`src/rtl/core/isv_pkg.sv`:
```
// Package for the interpolated schedule value core: formats, config layout, pipeline types.
package isv_pkg;

  // Fixed-point formats
  localparam int VALUE_FRAC_BITS    = 16;
  localparam int PROGRESS_FRAC_BITS = 16;
  localparam int VALUE_W            = 32;
  localparam int PROG_W             = PROGRESS_FRAC_BITS + 1;

  // 1.0 in progress format
  localparam logic [PROG_W-1:0] PROG_ONE = {1'b1, {PROGRESS_FRAC_BITS{1'b0}}};

  // 0.1 in value format, rounded
  localparam int                 TENTH_INT = ((1 << VALUE_FRAC_BITS) + 5) / 10;
  localparam logic [VALUE_W-1:0] TENTH     = VALUE_W'(TENTH_INT);

  // Divider: quotient bits resolved per pipeline stage
  localparam int DIV_STEPS  = 4;
  localparam int DIV_STAGES = (PROGRESS_FRAC_BITS + DIV_STEPS - 1) / DIV_STEPS;

  // Front, divider, three ease stages, two blend stages
  localparam int LATENCY = DIV_STAGES + 6;

  // Product widths
  localparam int MUL_W  = 2 * PROG_W;
  localparam int PROD_W = VALUE_W + 1 + PROG_W + 1;

  // Config port
  localparam int CFG_IDX_W  = 3;
  localparam int CFG_DATA_W = (VALUE_W > PROG_W) ? VALUE_W : PROG_W;

  typedef enum logic [CFG_IDX_W-1:0] {
    REG_START_OFFSET     = 3'd0,
    REG_END_OFFSET       = 3'd1,
    REG_PRE_OFFSET_VALUE = 3'd2,
    REG_START_VALUE      = 3'd3,
    REG_END_VALUE        = 3'd4,
    REG_EVALUATION_VALUE = 3'd5,
    REG_CURVE_MODE       = 3'd6,
    REG_TIME_SOURCE      = 3'd7
  } isv_reg_e;

  typedef enum logic [1:0] {
    CURVE_LINEAR = 2'd0,
    CURVE_QUAD   = 2'd1,
    CURVE_CUBIC  = 2'd2
  } isv_curve_e;

  typedef struct packed {
    logic [PROG_W-1:0]  start_offset;
    logic [PROG_W-1:0]  end_offset;
    logic [VALUE_W-1:0] pre_offset_value;
    logic [VALUE_W-1:0] start_value;
    logic [VALUE_W-1:0] end_value;
    logic [VALUE_W-1:0] evaluation_value;
    logic [1:0]         curve_mode;
    logic               time_source;
  } isv_cfg_t;

  // Per-item flags that pick the final output source
  typedef struct packed {
    logic eval;
    logic pre;
  } isv_tag_t;

  // Divider stage payload
  typedef struct packed {
    isv_tag_t                      tag;
    logic                          byp;
    logic [PROG_W-1:0]             byp_p;
    logic [PROG_W-1:0]             rem;
    logic [PROG_W-1:0]             den;
    logic [PROGRESS_FRAC_BITS-1:0] quo;
  } isv_div_t;

  // Progress-format value travelling with its flags
  typedef struct packed {
    isv_tag_t          tag;
    logic [PROG_W-1:0] p;
  } isv_p_t;

endpackage

```
`src/rtl/core/isv_front.sv`:
```
// Front stage: progress select, offset check and divider setup.
module isv_front import isv_pkg::*; (
  input  logic              clk_i,
  input  logic              rst_ni,
  input  logic              accept_i,
  input  isv_cfg_t          cfg_i,
  input  logic [PROG_W-1:0] experiment_progress_i,
  input  logic [PROG_W-1:0] episode_progress_i,
  input  logic              is_evaluation_i,
  output logic              valid_o,
  output isv_div_t          div_o
);

  logic              valid_q;
  isv_div_t          div_d, div_q;
  logic [PROG_W-1:0] prog;
  logic [PROG_W-1:0] diff;
  logic [PROG_W-1:0] den;
  logic              off_en;

  // Offset handling and saturation cases
  always_comb begin
    prog   = cfg_i.time_source ? episode_progress_i : experiment_progress_i;
    off_en = (cfg_i.start_offset != '0);
    diff   = prog - cfg_i.start_offset;
    den    = cfg_i.end_offset - cfg_i.start_offset;

    div_d.tag.eval = is_evaluation_i;
    div_d.tag.pre  = off_en && (prog < cfg_i.start_offset);
    div_d.rem      = diff;
    div_d.den      = den;
    div_d.quo      = '0;
    if (!off_en) begin
      div_d.byp   = 1'b1;
      div_d.byp_p = (prog > PROG_ONE) ? PROG_ONE : prog;
    end else begin
      // empty span or ratio at or above 1.0 saturates
      div_d.byp   = (cfg_i.end_offset <= cfg_i.start_offset) || (diff >= den);
      div_d.byp_p = PROG_ONE;
    end
  end

  always_ff @(posedge clk_i or negedge rst_ni) begin
    if (!rst_ni) begin
      valid_q <= 1'b0;
    end else begin
      valid_q <= accept_i;
    end
  end

  always_ff @(posedge clk_i) begin
    div_q <= div_d;
  end

  assign valid_o = valid_q;
  assign div_o   = div_q;

endmodule

```
`config.mk`:
```
export PLATFORM = sky130hd
export DESIGN_NAME = isv_front
export DESIGN_NICKNAME = d
export VERILOG_FILES = /design/src/rtl/core/isv_pkg.sv /design/src/rtl/core/isv_front.sv
export SDC_FILE = /design/constraint.sdc
export NUM_CORES = 1
export LEC_CHECK = 0
export BUFFER_PORTS_ARGS = -buffer_cell sky130_fd_sc_hd__buf_2
export CORE_MARGIN = 4
export CORE_UTILIZATION = 35
export DETAILED_ROUTE_END_ITERATION = 12
export PLACE_DENSITY = 0.71
export SYNTH_ARGS = -nofsm -noshare
export SYNTH_HDL_FRONTEND = slang
export SYNTH_SLANG_ARGS = --single-unit
```
`constraint.sdc`:
```
create_clock -name clk_i -period 0.8 [get_ports clk_i]
set_input_delay 0.16 -clock clk_i [delete_from_list [all_inputs] [get_ports clk_i]]
set_output_delay 0.16 -clock clk_i [all_outputs]
set_load 0.01 [all_outputs]
```
==> results of run 1 <==
cell type report:
cell class	count	area, um2
multi-input cells	332	3680
clock inverters	2	12.5
flip-flops and latches	55	1130
fillers	720	3190
well taps	140	175
repair buffers	304	2360
clock buffers	6	72.6
inverters	38	170
flip-flops by register name, indices dropped and copies added (netlist names):
register  count
valid_o       1
div_o        54
cells by family after synthesis:
kind of cell	after synthesis	share of synthesized area, %
AND/OR/NAND/NOR	110	15.4
AO/OA/AOI/OAI	101	17.8
buffers and inverters	58	7.43
flip-flops	55	28.7
adder cells (fa/ha/maj)	54	17.9
XOR/XNOR	31	7.04
multiplexers	20	5.71
other	1	0.0972
synth_stat cells (2+ instances only):
master / n
sky130_fd_sc_hd__a31oi_1: 2
sky130_fd_sc_hd__a21boi_0: 3
sky130_fd_sc_hd__a221o_1: 3
sky130_fd_sc_hd__buf_4: 16
sky130_fd_sc_hd__and3_1: 5
sky130_fd_sc_hd__nand3_1: 8
sky130_fd_sc_hd__fa_1: 2
sky130_fd_sc_hd__ha_1: 52
sky130_fd_sc_hd__inv_1: 38
sky130_fd_sc_hd__a221oi_1: 3
sky130_fd_sc_hd__nand2b_1: 5
sky130_fd_sc_hd__o21a_1: 5
sky130_fd_sc_hd__o31ai_1: 2
sky130_fd_sc_hd__a2111oi_0: 2
sky130_fd_sc_hd__nor2_1: 23
sky130_fd_sc_hd__or2_2: 2
sky130_fd_sc_hd__o2111ai_1: 2
sky130_fd_sc_hd__xor2_1: 13
sky130_fd_sc_hd__mux2i_1: 4
sky130_fd_sc_hd__o21bai_1: 2
sky130_fd_sc_hd__and2_1: 3
sky130_fd_sc_hd__o211ai_1: 2
sky130_fd_sc_hd__nor3_1: 6
sky130_fd_sc_hd__a21o_2: 2
sky130_fd_sc_hd__xnor2_1: 18
sky130_fd_sc_hd__dfxtp_1: 54
sky130_fd_sc_hd__o21ai_0: 19
sky130_fd_sc_hd__a21oi_1: 26
sky130_fd_sc_hd__nand2_1: 19
sky130_fd_sc_hd__nand4_1: 3
sky130_fd_sc_hd__nor4_1: 9
sky130_fd_sc_hd__a211oi_1: 4
sky130_fd_sc_hd__nor2b_2: 7
sky130_fd_sc_hd__mux2_2: 16
sky130_fd_sc_hd__a21o_1: 12
sky130_fd_sc_hd__nor3b_1: 2
sky130_fd_sc_hd__nor2b_1: 14
per-layer routing:
layer,up-vias,wire [um],global-route usage (%)
li1,2102,-,-
met1,2144,6720,26.6
met2,239,8800,41.5
met3,79,1110,4.81
met4,0,1070,9.46
met5,-,0,0
path summary, 6_finish.rpt:
check | startpoint | end | slack [ns]
setup / recovery | cfg_i[131] | div_o[67] | -2.29
hold / removal | rst_ni | valid_o | 0.13
max in group asynchronous | rst_ni | valid_o | 0.59
min in group clk_i | experiment_progress_i[9] | div_o[59] | 0.16
repair_timing:
item	4_1_cts	5_1_grt
pin swaps	48	47
buffers inserted	21	13
gates resized for setup	139	101
endpoints found under the hold margin	3	0
gates cloned	2	0
endpoints found under the setup margin	107	105
hold buffers	3	0
power by group:
part           leakage (nW)  internal, mW  total [mW]  switching (mW)
combinational          3.07          3.94        7.37            3.43
clock                0.0412         0.616        1.61           0.992
sequential            0.463          3.22        3.38           0.167
==> impl_results.html, run 1 <==
<table>
<tr><th>Metric</th><th>Value</th></tr>
<tr><th colspan="2">STA</th></tr>
<tr><td>Final setup violation count</td><td>105</td></tr>
<tr><td>Fin Hold WS</td><td>0.127 ns</td></tr>
<tr><td>Setup tns final</td><td>-51.77 ns</td></tr>
<tr><td>Fmax</td><td>about 320 MHz</td></tr>
<tr><td>Final-report hold violation count</td><td>0</td></tr>
<tr><td>Minimum clock period</td><td>3.09 ns</td></tr>
<tr><td>Setup repair after global routing missed its margin</td><td>yes</td></tr>
<tr><td>Period utilization</td><td>386%</td></tr>
<tr><td>Pins over their slew limit</td><td>0</td></tr>
<tr><td>Crit path setup slack, layout</td><td>-2.29 ns</td></tr>
<tr><th colspan="2">Run status</th></tr>
<tr><td>Outcome</td><td>finished, violations left</td></tr>
<tr><td>Violations in the final reports</td><td>negative setup slack</td></tr>
<tr><th colspan="2">Global route</th></tr>
<tr><td>Antenna violations before repair</td><td>0</td></tr>
<tr><td>Global Route Usage Sum</td><td>23.1%</td></tr>
<tr><td>Number of global-route vias before repair</td><td>between 4,000 and 5,000</td></tr>
<tr><td>Aggregate global routing overflow</td><td>0</td></tr>
<tr><td>Global-route wire length before repair</td><td>approximately 24,000 um</td></tr>
<tr><td>Pin count of the biggest net entering global routing</td><td>17</td></tr>
<tr><th colspan="2">Finish</th></tr>
<tr><td>Final standard cell utilization of the core</td><td>70.5%</td></tr>
<tr><td>Proportion of layout cells with a drive suffix above 1</td><td>67.2%</td></tr>
<tr><td>Final Cell Area</td><td>7600 um2</td></tr>
<tr><td>Most common cell after layout, fill and taps aside</td><td>sky130_fd_sc_hd__buf_4</td></tr>
<tr><td>Antenna Diode Count</td><td>0</td></tr>
<tr><td>Non-filler cells, final</td><td>877</td></tr>
<tr><td>Commonest cells after routing, fill and taps aside</td><td>142 x sky130_fd_sc_hd__buf_4, 96 x sky130_fd_sc_hd__buf_2, 52 x sky130_fd_sc_hd__buf_6</td></tr>
<tr><td>Fin nets</td><td>993</td></tr>
<tr><td>Post-synthesis to final-layout area growth</td><td>97.1%</td></tr>
<tr><th colspan="2">Worst setup path</th></tr>
<tr><td>Critical path's most frequent cell</td><td>sky130_fd_sc_hd__a21o_1</td></tr>
<tr><td>Critical path class</td><td>in2reg</td></tr>
<tr><td>Critical path capture point type</td><td>register</td></tr>
<tr><td>Crit path max-delay family</td><td>compound AO/OA/AOI/OAI gates</td></tr>
<tr><td>Crit path buffers/inverters</td><td>3</td></tr>
<tr><td>CP startpoint kind</td><td>input port</td></tr>
<tr><td>Required time at the endpoint of the critical path</td><td>1.02 ns</td></tr>
<tr><td>Slowest library cell on the worst path</td><td>sky130_fd_sc_hd__a221o_1</td></tr>
<tr><td>Number of gates on the worst path with buffers counted</td><td>17</td></tr>
<tr><td>Data arrival time of the critical path</td><td>between 3 and 4 ns</td></tr>
<tr><td>Maximum cell stage delay along the critical path</td><td>0.43 ns</td></tr>
<tr><td>Crit path cell chain</td><td>buf_8 -&gt; inv_12 -&gt; ha_4 -&gt; inv_2 -&gt; fa_2 -&gt; a21o_1 -&gt; a21o_1 -&gt; a221o_1 -&gt; a21o_2 -&gt; a21o_1 -&gt; xnor2_2 -&gt; ha_1 -&gt; nand2_1 -&gt; nand2_1 -&gt; a221oi_2 -&gt; o21ai_1 -&gt; a211o_1</td></tr>
<tr><td>Largest fanout on the critical path</td><td>4</td></tr>
<tr><th colspan="2">Synth</th></tr>
<tr><td>Post-synth ARST share</td><td>under 10%</td></tr>
<tr><td>Portion of the post-synthesis area used by sequential elements</td><td>~29%</td></tr>
<tr><td>Number of warnings reported in the yosys synthesis log</td><td>0</td></tr>
<tr><td>Most common flop cell mapped by yosys</td><td>sky130_fd_sc_hd__dfxtp_1</td></tr>
<tr><td>Number of synthesized register bits</td><td>55</td></tr>
<tr><td>Cell accounting for the most synthesized area</td><td>sky130_fd_sc_hd__dfxtp_1</td></tr>
<tr><td>Synth top area share</td><td>28.0%</td></tr>
<tr><td>Count of cell types in the netlist</td><td>59</td></tr>
<tr><td>Mapped Cells</td><td>430</td></tr>
<tr><td>Top cells by area, synth</td><td>sky130_fd_sc_hd__dfxtp_1 28%, sky130_fd_sc_hd__ha_1 17%, sky130_fd_sc_hd__mux2_2 4.7%, sky130_fd_sc_hd__xnor2_1 4.1%, sky130_fd_sc_hd__inv_1 3.7%</td></tr>
<tr><td>Number of enable flip-flop cells after synthesis</td><td>0</td></tr>
<tr><td>Area of the mapped netlist</td><td>3860 um2</td></tr>
<tr><td>Mean cell area of the mapped netlist</td><td>8.97 um2</td></tr>
<tr><th colspan="2">Floorplanning</th></tr>
<tr><td>Width of the chip</td><td>approximately 110 um</td></tr>
<tr><td>Die footprint</td><td>12,800 um2</td></tr>
<tr><td>Overall die height</td><td>113 um</td></tr>
<tr><td>Floorplan core area</td><td>10,800 um2</td></tr>
<tr><td>Row count</td><td>38</td></tr>
<tr><td>Num ports</td><td>274</td></tr>
<tr><td>Initial cell density of the core</td><td>35.8%</td></tr>
<tr><th colspan="2">Detailed routing</th></tr>
<tr><td>Vias post-DR</td><td>4,564</td></tr>
<tr><td>Aggregate routed wire length</td><td>17,700 um</td></tr>
<tr><td>First-pass iteration count of the detailed router</td><td>4</td></tr>
<tr><td>First DRT Iteration DRCs</td><td>261</td></tr>
<tr><td>Mean routed wirelength per cell</td><td>between 20 and 25 um</td></tr>
<tr><td>Number of antenna-violating nets in the routed design</td><td>0</td></tr>
<tr><td>DRC viols</td><td>0</td></tr>
<tr><td>Mean number of vias per cell</td><td>about 5.2</td></tr>
<tr><th colspan="2">Clock network</th></tr>
<tr><td>Number of buffers created by CTS</td><td>5</td></tr>
<tr><td>Clk sink count</td><td>55</td></tr>
<tr><td>Clk Tree Root Cell</td><td>sky130_fd_sc_hd__clkbuf_8</td></tr>
<tr><td>Clock transition at the register clock pins on the worst setup and hold paths after CTS</td><td>0.10 ns</td></tr>
<tr><td>CTS tree</td><td>done</td></tr>
<tr><td>Max clock buf depth</td><td>2</td></tr>
<tr><td>Number of H-tree levels</td><td>2</td></tr>
<tr><th colspan="2">Place</th></tr>
<tr><td>Placed insts</td><td>841</td></tr>
<tr><td>Pre-CTS setup slack</td><td>-2.84 ns</td></tr>
<tr><td>Hpwl dp</td><td>10,900 um</td></tr>
<tr><td>DP Area</td><td>6060 um2</td></tr>
<tr><td>Final weighted congestion of routability-driven global placement</td><td>0.950</td></tr>
<tr><td>I/O Buffers</td><td>about 130</td></tr>
<tr><th colspan="2">Job</th></tr>
<tr><td>Number of maximum-capacitance violations</td><td>0</td></tr>
<tr><th colspan="2">Power and ir drop</th></tr>
<tr><td>Total power per unit cell area</td><td>~1600 nW/um2</td></tr>
<tr><td>Total Power Consumption</td><td>12.4 mW</td></tr>
<tr><td>Leakage power summed over all cells</td><td>between 3 and 4 nW</td></tr>
<tr><td>IR Drop Worst-Case VDD</td><td>1.03 mV</td></tr>
<tr><th colspan="2">Worst hold path</th></tr>
<tr><td>Kind of path behind the tightest hold check</td><td>in2async</td></tr>
</table>
No activity file was read; power rests on OpenSTA's default activity.
==> run 2, diff against run 1 <==
--- a/config.mk
+++ b/config.mk
@@ -5,11 +5,12 @@
 export SDC_FILE = /design/constraint.sdc
 export NUM_CORES = 1
 export LEC_CHECK = 0
+export ABC_AREA = 1
 export BUFFER_PORTS_ARGS = -buffer_cell sky130_fd_sc_hd__buf_2
 export CORE_MARGIN = 4
 export CORE_UTILIZATION = 35
 export DETAILED_ROUTE_END_ITERATION = 12
-export PLACE_DENSITY = 0.71
+export PLACE_DENSITY = 0.69
 export SYNTH_ARGS = -nofsm -noshare
 export SYNTH_HDL_FRONTEND = slang
 export SYNTH_SLANG_ARGS = --single-unit
==> run 2 against run 1 <==
The run still ends with negative setup slack left. Critical path depth increased by 1. Synthesized area increased by 11%. Worst setup slack improved by 0.71 ns. First-iteration DRC count increased by 92%. Global-route usage decreased by 2.0 points. Non-clock buffer count decreased by 11. Flip-flop and latch count unchanged. Count of clock-buffer cells in the layout unchanged. Sequential power about the same. Synthesized cell count increased by 51%. Critical endpoint unchanged.
==> impl_results.html, run 2 <==
<table>
<tr><th>Metric</th><th>Value</th></tr>
<tr><th colspan="2">Run status</th></tr>
<tr><td>Outcome</td><td>finished, violations left</td></tr>
<tr><td>Violations in the final reports</td><td>negative setup slack</td></tr>
<tr><th colspan="2">Worst hold path</th></tr>
<tr><td>Worst Hold Depth</td><td>3</td></tr>
<tr><td>Min-delay src</td><td>episode_progress_i[1]</td></tr>
<tr><td>Kind of path behind the tightest hold check</td><td>in2reg</td></tr>
<tr><th colspan="2">Finish</th></tr>
<tr><td>Number of filler instances in the final layout</td><td>798 (+11%)</td></tr>
<tr><td>Antenna Diode Count</td><td>0 (unchanged)</td></tr>
<tr><td>Post-synthesis to final-layout area growth</td><td>95.5%</td></tr>
<tr><td>Final Cell Area</td><td>8340 um2 (+9.6%)</td></tr>
<tr><td>Area taken by flip-flops and latches</td><td>1140 um2 (+0.33%)</td></tr>
<tr><td>Non-filler cells, final</td><td>1,088 (+24%)</td></tr>
<tr><td>Multi-input combinational cell area</td><td>4160 um2 (+13%)</td></tr>
<tr><td>Most common cell after layout, fill and taps aside</td><td>sky130_fd_sc_hd__buf_4</td></tr>
<tr><td>Commonest cells after routing, fill and taps aside</td><td>123 x sky130_fd_sc_hd__buf_4, 122 x sky130_fd_sc_hd__nand2_1, 96 x sky130_fd_sc_hd__buf_2</td></tr>
<tr><td>Proportion of layout cells with a drive suffix above 1</td><td>62.7% (-4.5 points)</td></tr>
<tr><td>Number of flip-flops in the largest register</td><td>54 (unchanged)</td></tr>
<tr><td>Fin nets</td><td>1,197 (+21%)</td></tr>
<tr><th colspan="2">Detailed routing</th></tr>
<tr><td>Aggregate routed wire length</td><td>18,800 um (+6.1%)</td></tr>
<tr><td>Number of antenna-violating nets in the routed design</td><td>0 (unchanged)</td></tr>
<tr><td>First-pass iteration count of the detailed router</td><td>6 (+2)</td></tr>
<tr><td>Mean number of vias per cell</td><td>5.16 (-0.85%)</td></tr>
<tr><td>Vias post-DR</td><td>5,614 (+23%)</td></tr>
<tr><td>First DRT Iteration DRCs</td><td>502 (+92%)</td></tr>
<tr><td>DRC viols</td><td>0 (unchanged)</td></tr>
<tr><td>Mean routed wirelength per cell</td><td>17.3 um (-14%)</td></tr>
<tr><th colspan="2">STA</th></tr>
<tr><td>Setup repair after global routing missed its margin</td><td>yes</td></tr>
<tr><td>Minimum clock period</td><td>2.38 ns (-0.706 ns)</td></tr>
<tr><td>Fin Hold WS</td><td>0.135 ns (+0.00779 ns)</td></tr>
<tr><td>Period utilization</td><td>298% (-88 points)</td></tr>
<tr><td>Pins over their slew limit</td><td>0 (unchanged)</td></tr>
<tr><td>Final setup violation count</td><td>106 (+0.95%)</td></tr>
<tr><td>Final-report hold violation count</td><td>0 (unchanged)</td></tr>
<tr><td>Crit path setup slack, layout</td><td>-1.58 ns (+0.706 ns)</td></tr>
<tr><td>Fmax</td><td>419 MHz (+30%)</td></tr>
<tr><th colspan="2">Worst setup path</th></tr>
<tr><td>Maximum cell stage delay along the critical path</td><td>0.30 ns (-0.13 ns)</td></tr>
<tr><td>Critical path capture point type</td><td>register</td></tr>
<tr><td>CP startpoint kind</td><td>input port</td></tr>
<tr><td>Largest fanout on the critical path</td><td>14 (+10)</td></tr>
<tr><td>Critical path class</td><td>in2reg</td></tr>
<tr><td>Required time at the endpoint of the critical path</td><td>0.98 ns (-0.04 ns)</td></tr>
<tr><td>Data arrival time of the critical path</td><td>2.56 ns (-0.75 ns)</td></tr>
<tr><td>Slowest library cell on the worst path</td><td>sky130_fd_sc_hd__ha_1</td></tr>
<tr><td>Critical path origin</td><td>cfg_i[0]</td></tr>
<tr><td>Crit path cell chain</td><td>buf_12 -&gt; buf_8 -&gt; nand2_1 -&gt; nand2_2 -&gt; ha_4 -&gt; nand2_2 -&gt; a21oi_1 -&gt; nor2_2 -&gt; nand2_4 -&gt; buf_4 -&gt; xor2_2 -&gt; ha_1 -&gt; nand2_1 -&gt; a21oi_1 -&gt; nor2_1 -&gt; a21oi_2 -&gt; nor2_1 -&gt; nand3_1</td></tr>
<tr><td>Critical path capture point</td><td>div_o[67]</td></tr>
<tr><th colspan="2">Synth</th></tr>
<tr><td>Area of the mapped netlist</td><td>4260 um2 (+11%)</td></tr>
<tr><td>Number of warnings reported in the yosys synthesis log</td><td>0 (unchanged)</td></tr>
<tr><td>Cell accounting for the most synthesized area</td><td>sky130_fd_sc_hd__dfxtp_1</td></tr>
<tr><td>Most repeated cell in the gate-level netlist after synthesis</td><td>sky130_fd_sc_hd__nand2_1</td></tr>
<tr><td>Number of synthesized register bits</td><td>55 (unchanged)</td></tr>
<tr><td>Number of enable flip-flop cells after synthesis</td><td>0 (unchanged)</td></tr>
<tr><td>Top cells by area, synth</td><td>sky130_fd_sc_hd__dfxtp_1 25%, sky130_fd_sc_hd__nand2_1 18%, sky130_fd_sc_hd__ha_1 15%, sky130_fd_sc_hd__inv_1 8.4%, sky130_fd_sc_hd__a21oi_1 5.4%</td></tr>
<tr><td>Count of cell types in the netlist</td><td>31 (-47%)</td></tr>
<tr><td>Portion of the post-synthesis area used by sequential elements</td><td>25.9% (-2.7 points)</td></tr>
<tr><td>Synth cell count leaders</td><td>207 x sky130_fd_sc_hd__nand2_1, 95 x sky130_fd_sc_hd__inv_1, 54 x sky130_fd_sc_hd__dfxtp_1, 54 x sky130_fd_sc_hd__nor2_1, 52 x sky130_fd_sc_hd__ha_1</td></tr>
<tr><td>Most common flop cell mapped by yosys</td><td>sky130_fd_sc_hd__dfxtp_1</td></tr>
<tr><td>Mapped Cells</td><td>648 (+51%)</td></tr>
<tr><td>Post-synth ARST share</td><td>1.82% (unchanged)</td></tr>
<tr><td>Mean cell area of the mapped netlist</td><td>6.58 um2 (-27%)</td></tr>
<tr><td>Synth top area share</td><td>25.4% (-2.7 points)</td></tr>
<tr><th colspan="2">Clock network</th></tr>
<tr><td>Clk sink count</td><td>55 (unchanged)</td></tr>
<tr><td>Clock transition at the register clock pins on the worst setup and hold paths after CTS</td><td>0.08 ns (-0.02 ns)</td></tr>
<tr><td>CTS tree</td><td>done</td></tr>
<tr><td>Clk Tree Root Cell</td><td>sky130_fd_sc_hd__clkbuf_16</td></tr>
<tr><td>Max clock buf depth</td><td>2 (unchanged)</td></tr>
<tr><td>Number of buffers created by CTS</td><td>5 (unchanged)</td></tr>
<tr><td>Number of H-tree levels</td><td>2 (unchanged)</td></tr>
<tr><th colspan="2">Power and ir drop</th></tr>
<tr><td>Proportion of total power due to net switching</td><td>38.3% (+1.2 points)</td></tr>
<tr><td>Leakage power summed over all cells</td><td>4.15 nW (+16%)</td></tr>
<tr><td>Total power per unit cell area</td><td>1650 nW/um2 (+1.8%)</td></tr>
<tr><td>Switching power of the nets</td><td>5.29 mW (+15%)</td></tr>
<tr><td>Fraction of power consumed by the clock network</td><td>18.5% (+5.5 points)</td></tr>
<tr><td>Sequential Power Share</td><td>24.3% (-3.1 points)</td></tr>
<tr><td>Comb power frac</td><td>57.3% (-2.3 points)</td></tr>
<tr><td>IR Drop Worst-Case VDD</td><td>1.21 mV (+18%)</td></tr>
<tr><td>Internal Power</td><td>8.50 mW (+9.4%)</td></tr>
<tr><td>Total Power Consumption</td><td>13.8 mW (+12%)</td></tr>
<tr><th colspan="2">Global route</th></tr>
<tr><td>Global Route Usage Sum</td><td>21.1% (-2.0 points)</td></tr>
<tr><td>Aggregate global routing overflow</td><td>0 (unchanged)</td></tr>
<tr><td>Antenna violations before repair</td><td>0 (unchanged)</td></tr>
<tr><td>Number of global-route vias before repair</td><td>5,034 (+5.4%)</td></tr>
<tr><td>Global-route wire length before repair</td><td>24,300 um (+3.4%)</td></tr>
<tr><td>Pin count of the biggest net entering global routing</td><td>18 (+1)</td></tr>
<tr><th colspan="2">Job</th></tr>
<tr><td>Number of maximum-capacitance violations</td><td>0 (unchanged)</td></tr>
<tr><th colspan="2">Floorplanning</th></tr>
<tr><td>Die footprint</td><td>14,000 um2 (+9.7%)</td></tr>
<tr><td>Row count</td><td>40 (+5.3%)</td></tr>
<tr><td>Floorplan core area</td><td>12,000 um2 (+11%)</td></tr>
<tr><td>Initial cell density of the core</td><td>35.6% (-0.10 points)</td></tr>
<tr><td>Overall die height</td><td>118 um (+4.8%)</td></tr>
<tr><td>Num ports</td><td>274 (unchanged)</td></tr>
<tr><td>Width of the chip</td><td>118 um (+4.8%)</td></tr>
<tr><th colspan="2">Place</th></tr>
<tr><td>Hpwl dp</td><td>11,200 um (+2.9%)</td></tr>
<tr><td>I/O Buffers</td><td>127 (unchanged)</td></tr>
<tr><td>DP Area</td><td>6160 um2 (+1.6%)</td></tr>
<tr><td>Placed insts</td><td>1,048 (+25%)</td></tr>
<tr><td>Final weighted congestion of routability-driven global placement</td><td>0.903 (-5.0%)</td></tr>
<tr><td>Pre-CTS setup slack</td><td>-1.99 ns (+0.845 ns)</td></tr>
</table>
## run 2: cell types whose count changed in the layout (fill, tap and decap cells not counted), sizes merged, moves of 10 or more
cell   change
nand2    +199
inv       +58
nand3     +32
nor2      +32
a21oi     +29
nor2b     -21
mux2      -16
xnor2     -14
buf       -12
o21ai     -10
## run 2: timing repair
action | 4_1_cts | 5_1_grt
gates resized for setup | 195 | 208
pin swaps | 38 | 59
hold endpoints to repair | 3 | 0
setup buffers | 20 | 18
endpoints found under the setup margin | 107 | 106
hold buffers | 3 | 0
cloned | 0 | 1
## run 2: worst max-delay path, delay by kind of cell
family | cells | cell delay [ns]
XOR/XNOR | 1 | 0.18
AND/OR/NAND/NOR | 9 | 0.89
buffers and inverters | 3 | 0.39
adder cells (fa/ha/maj) | 2 | 0.59
AO/OA/AOI/OAI | 3 | 0.35
## run 2: cells by family after synthesis
logic type,Yosys count,synth area share [%]
other,1,0.0879
DFF,55,25.9
adders and majority gates,54,16.2
buffers and inverters,119,12.6
AOI/OAI and AO/OA,78,10.8
xor gates and xnor gates,15,3.08
and+or+nand+nor,326,31.3
## run 2: cell type report
| type | count | share of cell area, % |
|---|---|---|
| multi-input combinational | 489 | 49.9 |
| timing repair buffer | 293 | 27.5 |
| sequential | 55 | 13.7 |
| inverter | 96 | 4.83 |
| tap | 147 | 2.21 |
| clock buffer | 6 | 1.55 |
| clock inverter | 2 | 0.450 |
## run 2: metal layers
metal  up-vias  wire (um)  track usage (%)
li1       2601          -                -
met1      2608       7330             27.8
met2       328       9190             34.9
met3        77       1360             3.21
met4         0        890             8.18
met5         -          0                0
## run 2: worst min-delay path by stage
stage	end
final	div_o[51]
after global routing	div_o[51]
after CTS	div_o[51]
after detailed placement	valid_o
after global placement	valid_o
after floorplan	valid_o
## run 2: stage by stage
stage	TNS, ns	utilization, %
2_1_floorplan	-29.42	-
3_3_place_gp	-48.64	51.5
3_5_place_dp	-49.39	51.5
4_1_cts	-32.39	61.6
5_1_grt	-39.17	69.7
6_report	-35.25	69.7
## run 2: power groups by stage
stage	logic, mW	registers (mW)	clock network [mW]
3_3_place_gp	5.07	3.32	0
4_1_cts	6.26	3.28	2.56
5_1_grt	8.41	3.39	2.70
2_1_floorplan	2.54	3.53	0
3_5_place_dp	5.11	3.30	0
6_report	7.89	3.35	2.54
==> run 3, diff against run 2 <==
--- a/config.mk
+++ b/config.mk
@@ -10,7 +10,7 @@
 export CORE_MARGIN = 4
 export CORE_UTILIZATION = 35
 export DETAILED_ROUTE_END_ITERATION = 12
-export PLACE_DENSITY = 0.69
+export PLACE_DENSITY = 0.66
 export SYNTH_ARGS = -nofsm -noshare
 export SYNTH_HDL_FRONTEND = slang
 export SYNTH_SLANG_ARGS = --single-unit
==> constraint.sdc (replaced) <==
create_clock -name clk_i -period 2.7 [get_ports clk_i]
set_input_delay 0.54 -clock clk_i [delete_from_list [all_inputs] [get_ports clk_i]]
set_output_delay 0.54 -clock clk_i [all_outputs]
set_load 0.01 [all_outputs]
==> run 3 against run 2 <==
The run still ends with negative setup slack left. Die area unchanged. Via count is 13% lower. First-iteration DRC count down 45%. Largest power group unchanged. Worst setup slack better by 1.5 ns.
==> impl_results.html, run 3 (synthesis gave the netlist of run 2 again) <==
<table>
<tr><th>Metric</th><th>Value</th></tr>
<tr><th colspan="2">Power and ir drop</th></tr>
<tr><td>Total power per unit cell area</td><td>518 nW/um2 (-69%)</td></tr>
<tr><td>Leakage power summed over all cells</td><td>3.72 nW (-10%)</td></tr>
<tr><td>IR Drop Worst-Case VDD</td><td>0.275 mV (-77%)</td></tr>
<tr><th colspan="2">Worst setup path</th></tr>
<tr><td>CP startpoint kind</td><td>input port</td></tr>
<tr><td>Critical path capture point type</td><td>register</td></tr>
<tr><td>Crit path cell chain</td><td>buf_12 -&gt; inv_8 -&gt; nand2_4 -&gt; nand2_4 -&gt; inv_4 -&gt; ha_4 -&gt; inv_2 -&gt; fa_2 -&gt; nand3_2 -&gt; nand2_2 -&gt; a21o_1 -&gt; nand2_2 -&gt; nand2_2 -&gt; nand2_2 -&gt; nand2_2 -&gt; ha_4 -&gt; a21oi_2 -&gt; o21ai_1 -&gt; nor2_1 -&gt; nand2_1 -&gt; nor2_1 -&gt; nand3_1</td></tr>
<tr><td>Crit path buffers/inverters</td><td>4 (+1)</td></tr>
<tr><td>Required time at the endpoint of the critical path</td><td>2.88 ns (+1.90 ns)</td></tr>
<tr><td>Critical path class</td><td>in2reg</td></tr>
<tr><td>Maximum cell stage delay along the critical path</td><td>0.34 ns (+0.04 ns)</td></tr>
<tr><td>Largest fanout on the critical path</td><td>4 (-10)</td></tr>
<tr><td>Critical path's most frequent cell</td><td>sky130_fd_sc_hd__nand2_2</td></tr>
<tr><td>Data arrival time of the critical path</td><td>2.92 ns (+0.36 ns)</td></tr>
<tr><td>Slowest library cell on the worst path</td><td>sky130_fd_sc_hd__fa_2</td></tr>
<tr><td>Crit path max-delay family</td><td>simple AND/OR/NAND/NOR gates</td></tr>
<tr><th colspan="2">Clock network</th></tr>
<tr><td>Clock transition at the register clock pins on the worst setup and hold paths after CTS</td><td>0.08 ns (about the same)</td></tr>
<tr><td>Hold_buf cts</td><td>0 (-3)</td></tr>
<tr><td>Number of buffers created by CTS</td><td>5 (unchanged)</td></tr>
<tr><td>CTS tree</td><td>done</td></tr>
<tr><td>Max clock buf depth</td><td>2 (unchanged)</td></tr>
<tr><td>Clk sink count</td><td>55 (unchanged)</td></tr>
<tr><td>Number of H-tree levels</td><td>2 (unchanged)</td></tr>
<tr><td>Clk Tree Root Cell</td><td>sky130_fd_sc_hd__clkbuf_16</td></tr>
<tr><th colspan="2">Global route</th></tr>
<tr><td>Global-route wire length before repair</td><td>20,800 um (-15%)</td></tr>
<tr><td>Number of global-route vias before repair</td><td>4,473 (-11%)</td></tr>
<tr><td>Aggregate global routing overflow</td><td>0 (unchanged)</td></tr>
<tr><td>Antenna violations before repair</td><td>0 (unchanged)</td></tr>
<tr><td>Pin count of the biggest net entering global routing</td><td>18 (unchanged)</td></tr>
<tr><td>Global Route Usage Sum</td><td>18.0% (-3.1 points)</td></tr>
<tr><th colspan="2">Detailed routing</th></tr>
<tr><td>Mean routed wirelength per cell</td><td>13.4 um (-22%)</td></tr>
<tr><td>Mean number of vias per cell</td><td>4.62 (-11%)</td></tr>
<tr><td>Aggregate routed wire length</td><td>14,100 um (-25%)</td></tr>
<tr><td>First DRT Iteration DRCs</td><td>274 (-45%)</td></tr>
<tr><td>Vias post-DR</td><td>4,858 (-13%)</td></tr>
<tr><td>DRC viols</td><td>0 (unchanged)</td></tr>
<tr><td>Number of antenna-violating nets in the routed design</td><td>0 (unchanged)</td></tr>
<tr><td>First-pass iteration count of the detailed router</td><td>4 (-2)</td></tr>
<tr><th colspan="2">Floorplanning</th></tr>
<tr><td>Row count</td><td>40 (unchanged)</td></tr>
<tr><td>Initial cell density of the core</td><td>35.6% (unchanged)</td></tr>
<tr><td>Die footprint</td><td>14,000 um2 (unchanged)</td></tr>
<tr><td>Overall die height</td><td>118 um (unchanged)</td></tr>
<tr><td>Width of the chip</td><td>118 um (unchanged)</td></tr>
<tr><td>Num ports</td><td>274 (unchanged)</td></tr>
<tr><td>Floorplan core area</td><td>12,000 um2 (unchanged)</td></tr>
<tr><th colspan="2">STA</th></tr>
<tr><td>Setup repair after global routing missed its margin</td><td>yes</td></tr>
<tr><td>Period utilization</td><td>101%</td></tr>
<tr><td>Final-report hold violation count</td><td>0 (unchanged)</td></tr>
<tr><td>Fmax</td><td>365 MHz</td></tr>
<tr><td>Crit path setup slack, layout</td><td>-0.0367 ns (+1.55 ns)</td></tr>
<tr><td>Pins over their slew limit</td><td>0 (unchanged)</td></tr>
<tr><td>Minimum clock period</td><td>about 2.7 ns</td></tr>
<tr><td>Final setup violation count</td><td>1 (-99%)</td></tr>
<tr><th colspan="2">Place</th></tr>
<tr><td>Pre-CTS setup slack</td><td>-0.560 ns (+1.43 ns)</td></tr>
<tr><td>Hpwl dp</td><td>10,600 um (-5.7%)</td></tr>
<tr><td>Final weighted congestion of routability-driven global placement</td><td>0.894 (-1.1%)</td></tr>
<tr><td>Placed insts</td><td>1,037 (-1.0%)</td></tr>
<tr><td>I/O Buffers</td><td>127 (unchanged)</td></tr>
<tr><th colspan="2">Finish</th></tr>
<tr><td>Non-filler cells, final</td><td>1,052 (-3.3%)</td></tr>
<tr><td>Post-synthesis to final-layout area growth</td><td>60.2%</td></tr>
<tr><td>Most common cell after layout, fill and taps aside</td><td>sky130_fd_sc_hd__nand2_1</td></tr>
<tr><td>Number of filler instances in the final layout</td><td>1,095 (+37%)</td></tr>
<tr><td>Fin nets</td><td>1,161 (-3.0%)</td></tr>
<tr><td>Proportion of layout cells with a drive suffix above 1</td><td>45.1% (-18 points)</td></tr>
<tr><td>Commonest cells after routing, fill and taps aside</td><td>168 x sky130_fd_sc_hd__nand2_1, 127 x sky130_fd_sc_hd__buf_4, 126 x sky130_fd_sc_hd__buf_2</td></tr>
<tr><td>Number of flip-flops in the largest register</td><td>54 (unchanged)</td></tr>
<tr><td>Antenna Diode Count</td><td>0 (unchanged)</td></tr>
<tr><th colspan="2">Run status</th></tr>
<tr><td>Outcome</td><td>finished, violations left</td></tr>
<tr><td>Violations in the final reports</td><td>negative setup slack</td></tr>
<tr><th colspan="2">Worst hold path</th></tr>
<tr><td>Kind of path behind the tightest hold check</td><td>in2async</td></tr>
<tr><th colspan="2">Job</th></tr>
<tr><td>Number of maximum-capacitance violations</td><td>0 (unchanged)</td></tr>
</table>
run 3: per-layer routing:
layer / vias up / wire [um] / global-route usage, %
met5: - / 0 / 0
met4: 0 / 275 / 5.50
met3: 25 / 823 / 3.25
met2: 152 / 6690 / 30.1
met1: 2157 / 6350 / 23.8
li1: 2524 / - / -
run 3: worst paths after layout:
check / slack [ns] / startpoint / depth (start not counted) / to
min in group clk_i: 0.35 / is_evaluation_i / 1 / div_o[69]
max in group asynchronous: 2.61 / rst_ni / 1 / valid_o
hold / removal: 0.005 / rst_ni / 1 / valid_o
setup / recovery: -0.04 / cfg_i[0] / 22 / div_o[67]
run 3: metrics by stage:
step / util, % / power, mW / TNS, ns / hold WS, ns / cell area [um2]
2_1_floorplan: - / 1.75 / -0.249 / 0.244 / 4330
3_3_place_gp: 49.2 / 2.41 / -0.566 / 0.314 / 5890
3_5_place_dp: 49.2 / 2.43 / -0.560 / 0.315 / 5890
4_1_cts: 52.5 / 3.28 / -0.0507 / 0.00327 / 6280
5_1_grt: 57.1 / 3.78 / -0.181 / 0.00402 / 6830
6_report: 57.1 / 3.54 / -0.0367 / 0.00452 / 6830
run 3: where the power goes:
group	total, mW	switching, mW	internal (mW)
Combinational	1.81	0.955	0.858
Sequential	0.959	0.0277	0.932
Clock	0.766	0.304	0.462
Total	3.54	1.29	2.25
run 3: repair_timing:
action / CTS / global route
setup buffers: 2 / 5
resized for setup: 40 / 109
pin swaps: 14 / 39
endpoints found under the setup margin: 1 / 1
run 3: final cells by class:
cell class                 count  area (um2)  share of cell area, %
multi-input combinational    489        3360                   49.1
clock buffer                   6         139                   2.03
sequential                    55        1110                   16.2
inverter                      96         370                   5.42
tap                          147         184                   2.69
timing repair buffer         257        1640                   24.0
clock inverter                 2        35.0                  0.513
